--- src/rtl/wfg_pkg.sv ---
package wfg_pkg;

  // transaction table size
  localparam int MAX_TRX = 16;
  // width of the slot fields on the ports
  localparam int SLOT_W  = 4;
  // width of a row index into the table
  localparam int IDX_W   = (MAX_TRX > 1) ? $clog2(MAX_TRX) : 1;
  // width of a count that reaches MAX_TRX itself
  localparam int DEP_W   = $clog2(MAX_TRX + 1);

  typedef enum logic [1:0] {
    OP_START = 2'd0,
    OP_WAIT  = 2'd1,
    OP_LOCK  = 2'd2,
    OP_END   = 2'd3
  } op_t;

  typedef enum logic [1:0] {
    STS_OK       = 2'd0,
    STS_NO_TRX   = 2'd1,
    STS_DEADLOCK = 2'd2,
    STS_FULL     = 2'd3
  } sts_t;

  typedef struct packed {
    op_t               opcode;
    logic [SLOT_W-1:0] trx_slot;
    logic [SLOT_W-1:0] holder_slot;
    logic              last_edge;
  } in_item_t;

  typedef struct packed {
    sts_t              status;
    logic [SLOT_W-1:0] slot;
  } out_item_t;

  typedef logic [MAX_TRX-1:0] slot_mask_t;

  // field slot number to table index
  function automatic logic [IDX_W-1:0] to_idx(input logic [SLOT_W-1:0] s);
    logic [IDX_W+SLOT_W-1:0] w;
    w = {{IDX_W{1'b0}}, s};
    return w[IDX_W-1:0];
  endfunction

  // table index to field, low bits only
  function automatic logic [SLOT_W-1:0] to_fld(input logic [IDX_W-1:0] i);
    logic [IDX_W+SLOT_W-1:0] w;
    w = {{SLOT_W{1'b0}}, i};
    return w[SLOT_W-1:0];
  endfunction

  function automatic logic in_range(input logic [SLOT_W-1:0] s);
    logic [IDX_W+SLOT_W-1:0] w;
    w = {{IDX_W{1'b0}}, s};
    return w < (IDX_W + SLOT_W)'(MAX_TRX);
  endfunction

  function automatic slot_mask_t slot_bit(input logic [IDX_W-1:0] i);
    slot_mask_t v;
    v    = '0;
    v[i] = 1'b1;
    return v;
  endfunction

  // priority encoder, lowest set bit
  function automatic logic [IDX_W-1:0] lowest_idx(input slot_mask_t m);
    logic [IDX_W-1:0] r;
    r = '0;
    for (int i = MAX_TRX - 1; i >= 0; i--) begin
      if (m[i]) r = IDX_W'(i);
    end
    return r;
  endfunction

endpackage

--- src/rtl/wait_for_graph_deadlock_detector.sv ---
// channel  ports                          payload      role
// in       in_valid  in_ready  in_data    in_item_t    one request per operation
// out      out_valid out_ready out_data   out_item_t   one result per request
//
// one request at a time; in_ready is high only while the controller is idle.
// a start sweeps the new slot's column, one table row a cycle; lock, end, a full table or
// a dead slot go straight to the result; a wait edge reads and writes back its row, and with
// last_edge a search follows: root row read, row evaluations and a step back to each parent.
// sync reset clears the live mask and control; table and stack memories need no clearing.
// a stalled output holds its result while a new request runs; a later result waits in
// the result state until the register frees.
module wait_for_graph_deadlock_detector
  import wfg_pkg::*;
(
  input  logic      clk,
  input  logic      rst_n,
  input  logic      in_valid,
  output logic      in_ready,
  input  in_item_t  in_data,
  output logic      out_valid,
  input  logic      out_ready,
  output out_item_t out_data
);

  typedef enum logic [6:0] {
    S_IDLE = 7'b0000001,  // waiting for a request
    S_CLR  = 7'b0000010,  // start: sweep rows, clear new slot's column
    S_EDGE = 7'b0000100,  // wait edge: row read back, set holder bit
    S_SRD  = 7'b0001000,  // search: read row of root after its write
    S_EVAL = 7'b0010000,  // search: row of top of stack is on wm_q
    S_POP  = 7'b0100000,  // search: stack entry below top is on stk_q
    S_RES  = 7'b1000000   // result waits for the output register
  } state_t;

  state_t             state_r, state_nxt;
  in_item_t           req_r, req_nxt;
  out_item_t          res_r, res_nxt;
  slot_mask_t         live_r, live_nxt;
  slot_mask_t         visited_r, visited_nxt;
  slot_mask_t         finished_r, finished_nxt;
  logic [DEP_W-1:0]   depth_r, depth_nxt;
  logic [DEP_W-1:0]   cnt_r, cnt_nxt;
  logic [IDX_W-1:0]   u_r, u_nxt;
  logic [IDX_W-1:0]   s_r, s_nxt;
  logic               out_valid_r, out_valid_nxt;
  out_item_t          out_data_r, out_data_nxt;

  // wait-for table: row = waiter, bit = holder
  slot_mask_t         wm_mem [MAX_TRX];
  slot_mask_t         wm_q;
  logic               wm_we;
  logic [IDX_W-1:0]   wm_waddr, wm_raddr;
  slot_mask_t         wm_wdata;

  // depth-first search stack
  logic [IDX_W-1:0]   stk_mem [MAX_TRX];
  logic [IDX_W-1:0]   stk_q;
  logic               stk_we;
  logic [IDX_W-1:0]   stk_waddr, stk_raddr, stk_wdata;

  logic [IDX_W-1:0]   in_trx;
  logic               in_trx_live;
  slot_mask_t         free_mask;
  slot_mask_t         row_nb;
  slot_mask_t         fresh;
  logic [IDX_W-1:0]   next_idx;
  logic [DEP_W-1:0]   cnt_prev;
  logic [IDX_W-1:0]   prev_idx;
  logic [DEP_W-1:0]   dep_m2;
  logic [IDX_W-1:0]   req_trx;
  logic [IDX_W-1:0]   req_hold;

  assign in_ready  = (state_r == S_IDLE);
  assign out_valid = out_valid_r;
  assign out_data  = out_data_r;

  assign in_trx      = to_idx(in_data.trx_slot);
  assign in_trx_live = in_range(in_data.trx_slot) && live_r[in_trx];
  assign free_mask   = ~live_r;
  assign req_trx     = to_idx(req_r.trx_slot);
  assign req_hold    = to_idx(req_r.holder_slot);

  // dead neighbors drop out of the search
  assign row_nb   = wm_q & live_r;
  assign fresh    = row_nb & ~visited_r;
  assign next_idx = lowest_idx(fresh);
  assign cnt_prev = cnt_r - DEP_W'(1);
  assign prev_idx = cnt_prev[IDX_W-1:0];
  assign dep_m2   = depth_r - DEP_W'(2);

  always_comb begin
    state_nxt     = state_r;
    req_nxt       = req_r;
    res_nxt       = res_r;
    live_nxt      = live_r;
    visited_nxt   = visited_r;
    finished_nxt  = finished_r;
    depth_nxt     = depth_r;
    cnt_nxt       = cnt_r;
    u_nxt         = u_r;
    s_nxt         = s_r;
    out_valid_nxt = out_valid_r;
    out_data_nxt  = out_data_r;

    wm_we     = 1'b0;
    wm_waddr  = req_trx;
    wm_wdata  = wm_q;
    wm_raddr  = u_r;
    stk_we    = 1'b0;
    stk_waddr = depth_r[IDX_W-1:0];
    stk_wdata = next_idx;
    stk_raddr = dep_m2[IDX_W-1:0];

    // output register drains independently of the controller
    if (out_valid_r && out_ready) out_valid_nxt = 1'b0;

    unique case (state_r)
      S_IDLE: begin
        wm_raddr = in_trx;
        if (in_valid) begin
          req_nxt        = in_data;
          res_nxt.slot   = in_data.trx_slot;
          res_nxt.status = STS_OK;
          state_nxt      = S_RES;
          unique case (in_data.opcode)
            OP_START: begin
              if (|free_mask) begin
                s_nxt     = lowest_idx(free_mask);
                cnt_nxt   = '0;
                state_nxt = S_CLR;
              end else begin
                res_nxt.status = STS_FULL;
              end
            end
            OP_WAIT: begin
              if (in_trx_live) state_nxt = S_EDGE;
              else res_nxt.status = STS_NO_TRX;
            end
            OP_LOCK: begin
              if (!in_trx_live) res_nxt.status = STS_NO_TRX;
            end
            OP_END: begin
              if (in_trx_live) live_nxt[in_trx] = 1'b0;
              else res_nxt.status = STS_NO_TRX;
            end
          endcase
        end
      end

      S_CLR: begin
        // read row cnt; live row cnt-1 drops the new slot's bit; row s_r is zeroed
        wm_raddr = cnt_r[IDX_W-1:0];
        if (cnt_r != '0) begin
          wm_waddr = prev_idx;
          if (prev_idx == s_r) begin
            wm_we    = 1'b1;
            wm_wdata = '0;
          end else begin
            wm_we    = live_r[prev_idx];
            wm_wdata = wm_q & ~slot_bit(s_r);
          end
        end
        cnt_nxt = cnt_r + DEP_W'(1);
        if (cnt_r == DEP_W'(MAX_TRX)) begin
          live_nxt[s_r] = 1'b1;
          res_nxt.slot  = to_fld(s_r);
          state_nxt     = S_RES;
        end
      end

      S_EDGE: begin
        wm_we    = 1'b1;
        wm_waddr = req_trx;
        if (in_range(req_r.holder_slot) && live_r[req_hold])
          wm_wdata = wm_q | slot_bit(req_hold);
        else
          wm_wdata = wm_q;
        if (req_r.last_edge) begin
          u_nxt        = req_trx;
          visited_nxt  = slot_bit(req_trx);
          finished_nxt = '0;
          depth_nxt    = DEP_W'(1);
          stk_we       = 1'b1;
          stk_waddr    = '0;
          stk_wdata    = req_trx;
          state_nxt    = S_SRD;
        end else begin
          state_nxt = S_RES;
        end
      end

      S_SRD: begin
        // root row is read only after its write has landed
        wm_raddr  = u_r;
        state_nxt = S_EVAL;
      end

      S_EVAL: begin
        if (|(row_nb & visited_r & ~finished_r)) begin
          // back edge: waiter leaves the table
          live_nxt[req_trx] = 1'b0;
          res_nxt.status    = STS_DEADLOCK;
          state_nxt         = S_RES;
        end else if ((|fresh) && (depth_r < DEP_W'(MAX_TRX))) begin
          visited_nxt[next_idx] = 1'b1;
          stk_we                = 1'b1;
          stk_waddr             = depth_r[IDX_W-1:0];
          stk_wdata             = next_idx;
          depth_nxt             = depth_r + DEP_W'(1);
          u_nxt                 = next_idx;
          wm_raddr              = next_idx;
        end else begin
          finished_nxt[u_r] = 1'b1;
          depth_nxt         = depth_r - DEP_W'(1);
          if (depth_r == DEP_W'(1)) begin
            state_nxt = S_RES;
          end else begin
            stk_raddr = dep_m2[IDX_W-1:0];
            state_nxt = S_POP;
          end
        end
      end

      S_POP: begin
        u_nxt     = stk_q;
        wm_raddr  = stk_q;
        state_nxt = S_EVAL;
      end

      S_RES: begin
        if (!out_valid_r || out_ready) begin
          out_valid_nxt = 1'b1;
          out_data_nxt  = res_r;
          state_nxt     = S_IDLE;
        end
      end

      default: state_nxt = S_IDLE;
    endcase
  end

  // table memory, one write and one registered read per cycle
  always_ff @(posedge clk) begin
    if (wm_we) wm_mem[wm_waddr] <= wm_wdata;
    wm_q <= wm_mem[wm_raddr];
  end

  // stack memory
  always_ff @(posedge clk) begin
    if (stk_we) stk_mem[stk_waddr] <= stk_wdata;
    stk_q <= stk_mem[stk_raddr];
  end

  always_ff @(posedge clk) begin
    if (!rst_n) begin
      state_r     <= S_IDLE;
      live_r      <= '0;
      visited_r   <= '0;
      finished_r  <= '0;
      depth_r     <= '0;
      cnt_r       <= '0;
      out_valid_r <= 1'b0;
    end else begin
      state_r     <= state_nxt;
      live_r      <= live_nxt;
      visited_r   <= visited_nxt;
      finished_r  <= finished_nxt;
      depth_r     <= depth_nxt;
      cnt_r       <= cnt_nxt;
      out_valid_r <= out_valid_nxt;
    end
  end

  // payload registers
  always_ff @(posedge clk) begin
    req_r      <= req_nxt;
    res_r      <= res_nxt;
    u_r        <= u_nxt;
    s_r        <= s_nxt;
    out_data_r <= out_data_nxt;
  end

`ifndef SYNTHESIS
  // a finished node was always visited first
  a_fin_in_vis: assert property (@(posedge clk) disable iff (!rst_n)
    (finished_r & ~visited_r) == '0)
    else $error("finished node not visited");

  // search depth stays within the stack
  a_depth_ok: assert property (@(posedge clk) disable iff (!rst_n)
    (state_r == S_EVAL) |-> (depth_r != '0 && depth_r <= DEP_W'(MAX_TRX)))
    else $error("search depth out of range");

  // a reported deadlock has removed the waiter
  a_dl_removed: assert property (@(posedge clk) disable iff (!rst_n)
    (state_r == S_RES && res_r.status == STS_DEADLOCK) |-> !live_r[req_trx])
    else $error("deadlocked waiter still live");

  // a successful start leaves its slot live
  a_start_live: assert property (@(posedge clk) disable iff (!rst_n)
    (state_r == S_RES && req_r.opcode == OP_START && res_r.status == STS_OK)
      |-> live_r[s_r])
    else $error("started slot not live");
`endif

endmodule
--- config.mk ---
export PLATFORM = sky130hd
export DESIGN_NAME = wait_for_graph_deadlock_detector
export DESIGN_NICKNAME = d
export VERILOG_FILES = /design/src/rtl/wfg_pkg.sv /design/src/rtl/wait_for_graph_deadlock_detector.sv
export SDC_FILE = /design/constraint.sdc
export NUM_CORES = 1
export LEC_CHECK = 0
export ABC_AREA = 1
export BUFFER_PORTS_ARGS = -buffer_cell sky130_fd_sc_hd__buf_2
export CORE_MARGIN = 2
export CORE_UTILIZATION = 51
export DETAILED_ROUTE_END_ITERATION = 8
export PLACE_DENSITY = 0.71
export SETUP_SLACK_MARGIN = 0.02
export SYNTH_ARGS = -nofsm -noshare
export SYNTH_HDL_FRONTEND = slang
export SYNTH_SLANG_ARGS = --single-unit
--- constraint.sdc ---
create_clock -name clk -period 3.5 [get_ports clk]
set_input_delay 0 -clock clk [delete_from_list [all_inputs] [get_ports clk]]
set_output_delay 0 -clock clk [all_outputs]
set_load 0.01 [all_outputs]
=== Yosys cells after proc, flatten, opt, wreduce, memory -nomap -nowiden ===
Memory sizes are Yosys's and may differ from the RTL's. A register that Yosys moved wholly into a read port is not among the register bits.
Cells that the tools add are included.
Widths: inputs -> output; s select.

* Register bits: 95
* Memory bits (writable): 320
* Input bits: 15
* Output and inout port bits: 8
* Memories: 2

{| class="wikitable"
|+ Memory list
! name !! depth !! bits a word !! read ports !! clocked after memory_dff !! write ports !! RTL line !! RTL
|-
| wm_mem || 16 || 16 || 1 || 1 || 1 || wait_for_graph_deadlock_detector.sv:49 || <nowiki>slot_mask_t wm_mem [MAX_TRX];</nowiki>
|-
| stk_mem || 16 || 4 || 1 || 1 || 1 || wait_for_graph_deadlock_detector.sv:56 || <nowiki>logic [IDX_W-1:0] stk_mem [MAX_TRX];</nowiki>
|}

* $add $sub $neg: 5
* $lt $le $gt $ge: 14
* Eq/ne operators: 26
* Muxes and demuxes: 119
* Bitwise gates (word level): 17
* Reduce and logical (&&, ||, !) cells: 37

{| class="wikitable"
|+ Operator list
! cell !! number
|-
| $mux 16 || 14
|-
| $mux 4 || 34
|-
| $and 16x16->16 || 7
|-
| $not 16->16 || 6
|-
| $pmux 16 s2 || 3
|-
| $or 16x16->16 || 4
|-
| $mux 7 || 9
|-
| $pmux 16 s3 || 1
|-
| $reduce_or 16->1 || 3
|-
| $pmux 7 s6 || 1
|-
| $lt 4x5->1 const B || 7
|-
| $mux 5 || 6
|-
| $demux 1 s4 || 6
|-
| $ge 4x1->1 const B || 6
|-
| $mux 1 || 23
|-
| $pmux 5 s2 || 2
|-
| $reduce_and 4->1 || 5
|-
| $ne 2x2->1 const B || 8
|-
| $pmux 4 s4 || 1
|-
| $pmux 7 s2 || 1
|-
| $bmux 1 s4 || 3
|-
| $mux 3 || 4
|-
| $pmux 4 s3 || 1
|-
| $add 5x1->5 const B || 2
|-
| other kinds (37) || 61
|}

=== Depth between registers and ports, before layout ===
Gate-level depths: netlist (run 1).

* Depth after elaboration: 26
* Mapped depth: 29
* Gate-level depth less buffers: 27

=== Worst setup path before layout (run 1) ===
OpenSTA, ideal clock, no wires.

* Path type: register to register
* Start: register cnt_r[0]
* End: memory wm_mem[11][0] in the netlist's numbering (enable)
* Setup time: 0.388 ns
* Data arrival time: 2.713 ns
* Required time: 3.112 ns
* Setup slack: 0.399 ns
* Stages on the path, launching flop included: 15
* Path buffers: 2
* Clock period less this slack: 3.101 ns
* Cells stage by stage: dfxtp_1 > inv_1 > clkbuf_1 > ha_1 > clkbuf_1 > inv_1 > a21oi_1 > o21ai_0 > nand3_1 > nand3_1 > nand3_1 > nand2_1 > nand2_1 > nand3_1 > nor2_1

* Word-level cells in the longest chain between the ends: 8

{| class="wikitable"
|+ RTL lines
! item !! RTL line !! RTL
|-
| from (decl) || wait_for_graph_deadlock_detector.sv:42 || <nowiki>logic [DEP_W-1:0] cnt_r, cnt_nxt;</nowiki>
|-
| from (signal assigned) || wait_for_graph_deadlock_detector.sv:269 || <nowiki>cnt_r <= cnt_nxt;</nowiki>
|-
| $sub 4x1->4 || wait_for_graph_deadlock_detector.sv:87 || <nowiki>assign cnt_prev = cnt_r - DEP_W'(1);</nowiki>
|-
| $bmux 1 s4 || wait_for_graph_deadlock_detector.sv:159 || <nowiki>wm_we = live_r[prev_idx];</nowiki>
|-
| $mux 1 (not written as such) || wait_for_graph_deadlock_detector.sv:159 ||
|-
| $mux 1 || wait_for_graph_deadlock_detector.sv:155 || <nowiki>if (prev_idx == s_r) begin</nowiki>
|-
| $mux 1 || wait_for_graph_deadlock_detector.sv:153 || <nowiki>if (cnt_r != '0) begin</nowiki>
|-
| $pmux 1 s2 || wait_for_graph_deadlock_detector.sv:117 || <nowiki>unique case (state_r)</nowiki>
|-
| $mux 1 || wait_for_graph_deadlock_detector.sv:244 || <nowiki>if (wm_we) wm_mem[wm_waddr] <= wm_wdata;</nowiki>
|-
| $mux 1 (not written as such) || wait_for_graph_deadlock_detector.sv:244 ||
|-
| to (decl) || wait_for_graph_deadlock_detector.sv:49 ||
|}

Parallel ways exist; a longest one is shown, timed or not. The select of a mux whose other input is x is not followed.

=== Worst setup path in the final report (run 1) ===
* Start: register state_r[1]
* End: register live_r[12]

* Word-level cells in the longest chain between the ends: 3

{| class="wikitable"
|+ RTL lines
! item !! RTL line !! RTL
|-
| from (decl) || wait_for_graph_deadlock_detector.sv:35 || <nowiki>state_t state_r, state_nxt;</nowiki>
|-
| from (signal assigned) || wait_for_graph_deadlock_detector.sv:264 || <nowiki>state_r <= state_nxt;</nowiki>
|-
| $eq 7x5->1, or another cell as far along || wait_for_graph_deadlock_detector.sv:117 ||
|-
| $ne 2x2->1 (no source line), or another cell as far along || -- ||
|-
| $reduce_and 6->1 (no source line) || -- ||
|-
| to (signal assigned) || wait_for_graph_deadlock_detector.sv:265 || <nowiki>live_r <= live_nxt;</nowiki>
|-
| to (decl) || wait_for_graph_deadlock_detector.sv:38 || <nowiki>slot_mask_t live_r, live_nxt;</nowiki>
|}

Parallel ways exist; a longest one is shown, timed or not.
A chain may end at the register's enable or synchronous reset.

==> results of run 1 <==
## placed cells by master (no fill, tap or decap), drive strengths merged, types with 9 or more instances in the layout
cell type	count
buf	122
nor2	186
nand3b	31
nand2	420
inv	325
nor3	23
nand4	18
o211ai	12
nand3	331
o21ai	162
ha	9
dlygate4sd3	15
clkbuf	61
o22ai	23
a21oi	86
clkinv	17
edfxtp	349
dfxtp	86
## Yosys cell counts (7+ instances only)
master	number
a21oi_1	85
a311oi_1	7
a31oi_1	7
buf_2	37
clkbuf_1	53
dfxtp_1	86
edfxtp_1	349
ha_1	9
inv_1	318
nand2_1	420
nand3_1	330
nand3b_1	31
nand4_1	18
nor2_1	185
nor3_1	21
o211ai_1	12
o21ai_0	159
o22ai_1	23
## where the power goes
part           switching (uW)  internal [uW]  leakage [uW]
Combinational            4710           2130       0.00466
Sequential                222           6280       0.00394
Clock                    2010           2820      0.000715
Total                    6940          11200       0.00932
## cells by family (layout without fill, tap and decap cells)
kind of cell	count (synthesis)	in the layout	synth area share, %
AOI/OAI and AO/OA	334	334	9.39
xor gates and xnor gates	5	5	0.214
adders and majority gates	9	9	0.550
buffers and inverters	431	546	8.27
DFF	435	435	59.5
and+or+nand+nor	1022	1022	22.0
## layer usage
layer	track usage (%)	vias up	wire length, microns
met5	0	-	0
met4	11.1	0	2180
met3	4.07	145	4750
met2	46.5	798	27700
met1	38.1	8033	23900
li1	-	7746	-
## per-stage QoR
stage	area [sq um]	setup WS, ps	utilization, %
detailed placement	21700	333	54.7
CTS	23400	299	58.8
floorplan	20500	399	-
global placement	21700	356	54.7
global route	23400	54.1	58.8
finish	23400	313	58.8
## sequential cells by signal, summed over array words and instances (netlist names)
signal,cells
cnt_r,5
req_trx,4
req_hold,4
stk_mem,64
live_r,16
req_r,1
state_r,7
res_r,6
wm_q,16
visited_r,16
wm_mem,256
s_r,4
stk_q,4
depth_r,5
u_r,4
out_valid,1
out_data,6
finished_r,16
## final cells by class
cell class	count	area [sq um]	share of cell area, %
Sequential cell	435	12200	52.2
Multi-Input combinational cell	1370	6690	28.6
Clock buffer	61	1260	5.38
Inverter	327	1230	5.25
Timing Repair Buffer	137	1120	4.81
Tap cell	525	657	2.81
Clock inverter	21	218	0.931
## final timing paths
| check | to | cells past startpoint |
|---|---|---|
| max | live_r[12] | 13 |
| min | req_hold[1] | 2 |
| max reg2reg | live_r[12] | 13 |
| min reg2reg | out_data[3] | 0 |
## timing repair
| action | in CTS | in global routing |
|---|---|---|
| endpoints found under the hold margin | 39 | 0 |
| endpoints found under the setup margin | 0 | 12 |
| hold buffers | 15 | 0 |
| gates resized for setup | 0 | 4 |
==> flow_summary.toml, run 1 <==
[run_status]
status = "complete, no violations"

[power_and_ir_drop]
p_leak_uw = 0.00932
peakVddDrop_mv = 0.495
finalPower_uw = 18200
powerDensity_nw_per_um2 = 777

[yosys]
synth_edf_count = 349
syn_area_sq_um = 20500
async_flop_share_pct = 0
yosysTopAreaCell = "edfxtp_1"
yosysSeqAreaShare_pct = 59.5
synthCells = 2236
syn-num-nets = 2260
synth_top_cell_area_share_pct = 51.1
ys_dominant_reg_cell = "edfxtp_1"
synth_seq_cells = 435
avgSynthCellArea_sq_um = 9.16
synthTopCellsByArea = "edfxtp_1 51%, dfxtp_1 8.4%, nand3_1 8.1%"
yosysWarningCount = 0
yosysUniqueCellTypes = 51

[floorplanning]
die_area_sq_um = 41800
core_sq_um = 39700
dieHeight_microns = 204
start_util_pct = 51.6
die_w_microns = 204
pin_count = 23
fp-row-count = 73

[sta]
hold_violations = 0
rsz0062_at_grt = "no"
min_period_ps = 3190
holdWs_ps = 125
max_freq_ghz = 0.314
setup_tns_ps = 0
slew_viol_final = 0
finalCritPeriodShare_pct = 91.1
finClkSkew_ps = 17.4
slew_headroom_pct = 16.6
setup_viol_count_final = 0
tightest_slew_ps = 1240

[grt]
gr-total-overflow = 0
grt_max_degree = 71
grt_pass1_wl_microns = 90600
antenna_found_initial = 0
grt_pass1_vias = 15972
track_usage_pct = 28.3

[clock_tree]
clk_pin_slew_ps = 60
clockBufferDepth = 3
cts_tree = "yes"
cts_root_buf = "clkbuf_16"
cts_setup_buffers = 0
htree_num_levels = 2
clk_latency_ps = 590
clkSinkCount = 435
numCtsBuffers = 47

[placement]
io_buffers = 22
gp_congestion = 1.03
hpwl_microns = 39000
dp.cells = 2779

[critical_path]
reg2reg_from = "state_r[1]"
crit_required_ps = 4010
slowest_stage = "nor2_1"
path_class = "reg2reg"
r2r_setup_slack_ps = 310
cp_common_cell = "nor2_1"
worst-path-buf-inv = 4
cp-startpoint = "state_r[1]"
critPathMaxStageDelay_ps = 800
start_kind = "flip-flop"
endpoint_kind = "flip-flop"
path_cells = "nor2_1, inv_1, nor2_1, nand2_1, buf_4, nor2_1, inv_1, nand3_1, inv_1, nand2_1, nor2_1, o21ai_0, a21oi_1"
cp_top_family = "simple AND/OR/NAND/NOR gates"
path_max_fanout = 51
arrival_ps = 3690

[min_path]
hp-class = "in2reg"
min_from = "in_data[2]"

[detailed_routing]
first_pass_iters = 6
drtAntennaViolNets = 0
wire_per_inst_microns = 20.3
viasPerCell = 5.81
vias = 16722
route.detailed.drc = 0
drt_iter0_drc = 1919
wl_microns = 58500

[layout]
drive_above_1_share_pct = 9.70
layout.nets = 2342
finalNonFillerCells = 2876
num-fill-cells = 3369
n_antenna_cell = 0
area_growth_pct = 14.1

[job]
cap_violations = 0
Power figures use the tool's default switching activity.
==> run 2, diff against run 1 <==
Settings changed: RECOVER_POWER set to 50.
==> run 2 against run 1 <==
  * Sequential cell count unchanged
  * Clock power about the same
  * Global-route usage unchanged
  * Utilization decreased by 0.25 points
  * First-iteration DRC count grew 1.3%
  * Fmax is 1.1% lower
  * Power down 0.23%
  * Via count is essentially flat
  * Worst setup slack worse by 35 ps
  * Worst hold slack about the same
  * Register-to-register slack got worse by 40 ps
  * Largest cell class unchanged
==> flow_summary.toml, run 2 (synthesis results as in run 1) <==
[clock_tree]
numCtsBuffers = 47
cts_setup_buffers = 0
clockBufferDepth = 3
clk_pin_slew_ps = 60
htree_num_levels = 2
clk_latency_ps = 590
cts_tree = "yes"
clkSinkCount = 435
cts_root_buf = "clkbuf_16"

[critical_path]
path_max_fanout = 16
arrival_ps = 3470
endpoint_kind = "flip-flop"
r2r_setup_slack_ps = 280
path_class = "reg2reg"
crit_required_ps = 3740
start_kind = "flip-flop"

[floorplanning]
die_area_sq_um = 41800
fp-row-count = 73
core_sq_um = 39700
pin_count = 23
dieHeight_microns = 204
start_util_pct = 51.6
die_w_microns = 204

[detailed_routing]
viasPerCell = 5.81
drtAntennaViolNets = 0
wl_microns = 58600
vias = 16708
route.detailed.drc = 0
drt_iter0_drc = 1943
first_pass_iters = 9
wire_per_inst_microns = 20.4

[grt]
grt_max_degree = 71
gr-total-overflow = 0
antenna_found_initial = 0
grt_pass1_wl_microns = 90600
grt_pass1_vias = 15972
track_usage_pct = 28.3

[layout]
largest_register_ffs = 256
area_growth_pct = 13.6
drive_above_1_share_pct = 8.63
layout_commonest_cell = "nand2_1"
multiInputGateArea_sq_um = 6680
n_antenna_cell = 0
reg_top3 = "wm_mem: 256 flops, stk_mem: 64 flops"
final_cell_mix = "418 x nand2_1, 349 x edfxtp_1, 330 x nand3_1"
seq_area_sq_um = 12200
regMostFlops = "wm_mem"
num-fill-cells = 3400
layout.nets = 2342

[min_path]
hp-class = "in2reg"

[sta]
slew_headroom_pct = 15.3
setup_viol_count_final = 0
holdWs_ps = 125
slew_viol_final = 0
min_period_ps = 3220
finClkSkew_ps = 19.7
finalCritPeriodShare_pct = 92.1
max_freq_ghz = 0.310
tightest_slew_ps = 1260
hold_violations = 0
setup_tns_ps = 0
rsz0062_at_grt = "no"

[power_and_ir_drop]
powerDensity_nw_per_um2 = 779
p_leak_uw = 0.00923
peakVddDrop_mv = 0.493

[run_status]
status = "complete, no violations"

[placement]
gp_congestion = 1.03
hpwl_microns = 39000
io_buffers = 22

[job]
cap_violations = 0
[run 2: cell types whose count changed in the layout (fill, tap and decap cells not counted), sizes merged]
cell | previous run | this run
clkbuf | 61 | 95
buf | 122 | 88
[run 2: stage by stage]
| step | worst slack, ps | instances | power (uW) | util (%) | instance area (sq um) |
|---|---|---|---|---|---|
| 2_1_floorplan | 399 | 2236 | 10900 | - | 20500 |
| 3_3_place_gp | 356 | 2779 | 13100 | 54.7 | 21700 |
| 3_5_place_dp | 333 | 2779 | 13300 | 54.7 | 21700 |
| 4_1_cts | 299 | 2876 | 18100 | 58.8 | 23400 |
| 5_1_grt | 52.7 | 2876 | 19000 | 58.6 | 23300 |
| 6_report | 278 | 2876 | 18100 | 58.6 | 23300 |
[run 2: worst paths after layout]
kind,end,cells past startpoint,from
worst max-delay path,wm_mem[0][9],10,state_r[6]
worst min-delay path,req_hold[1],2,in_data[2]
worst max register to register,wm_mem[0][9],10,state_r[6]
worst min register to register,out_data[3],0,res_r[3]
[run 2: report_power, final]
group          switching [uW]  internal [uW]  total [uW]
combinational            4720           2060        6780
sequential                223           6290        6510
clock                    2010           2820        4840
total                    6960          11200       18100
[run 2: cell type report]
cell class                      count  area share, %
Timing Repair Buffer              137           4.46
Clock buffer                       61           5.41
Tap cell                          525           2.82
Inverter                          327           5.27
Sequential cell                   435           52.4
Multi-Input combinational cell   1370           28.7
Clock inverter                     21          0.935
[run 2: critical path: stages (launching register included)]
cell and delay [ps]:
dfxtp_1 340, nor3_1 430, nand4_1 280, nor2_1 460, nand2_1 90, o21ai_0 340
inv_1 140, nor2_1 220, nand2_1 120, nor2_2 100, buf_4 330
[run 2: what timing repair did]
item / in CTS / in global routing
hold endpoints to repair: 39 / 0
endpoints found under the setup margin: 0 / 12
gates resized for setup: 0 / 4
hold buffers: 15 / 0
[run 2: per-layer routing]
layer,vias to the layer above,part of all wire [%],GRT usage (%)
li1,7754,-,-
met1,7988,41,38.1
met2,823,47,46.5
met3,143,8.1,4.07
met4,0,3.7,11.1
met5,-,0,0
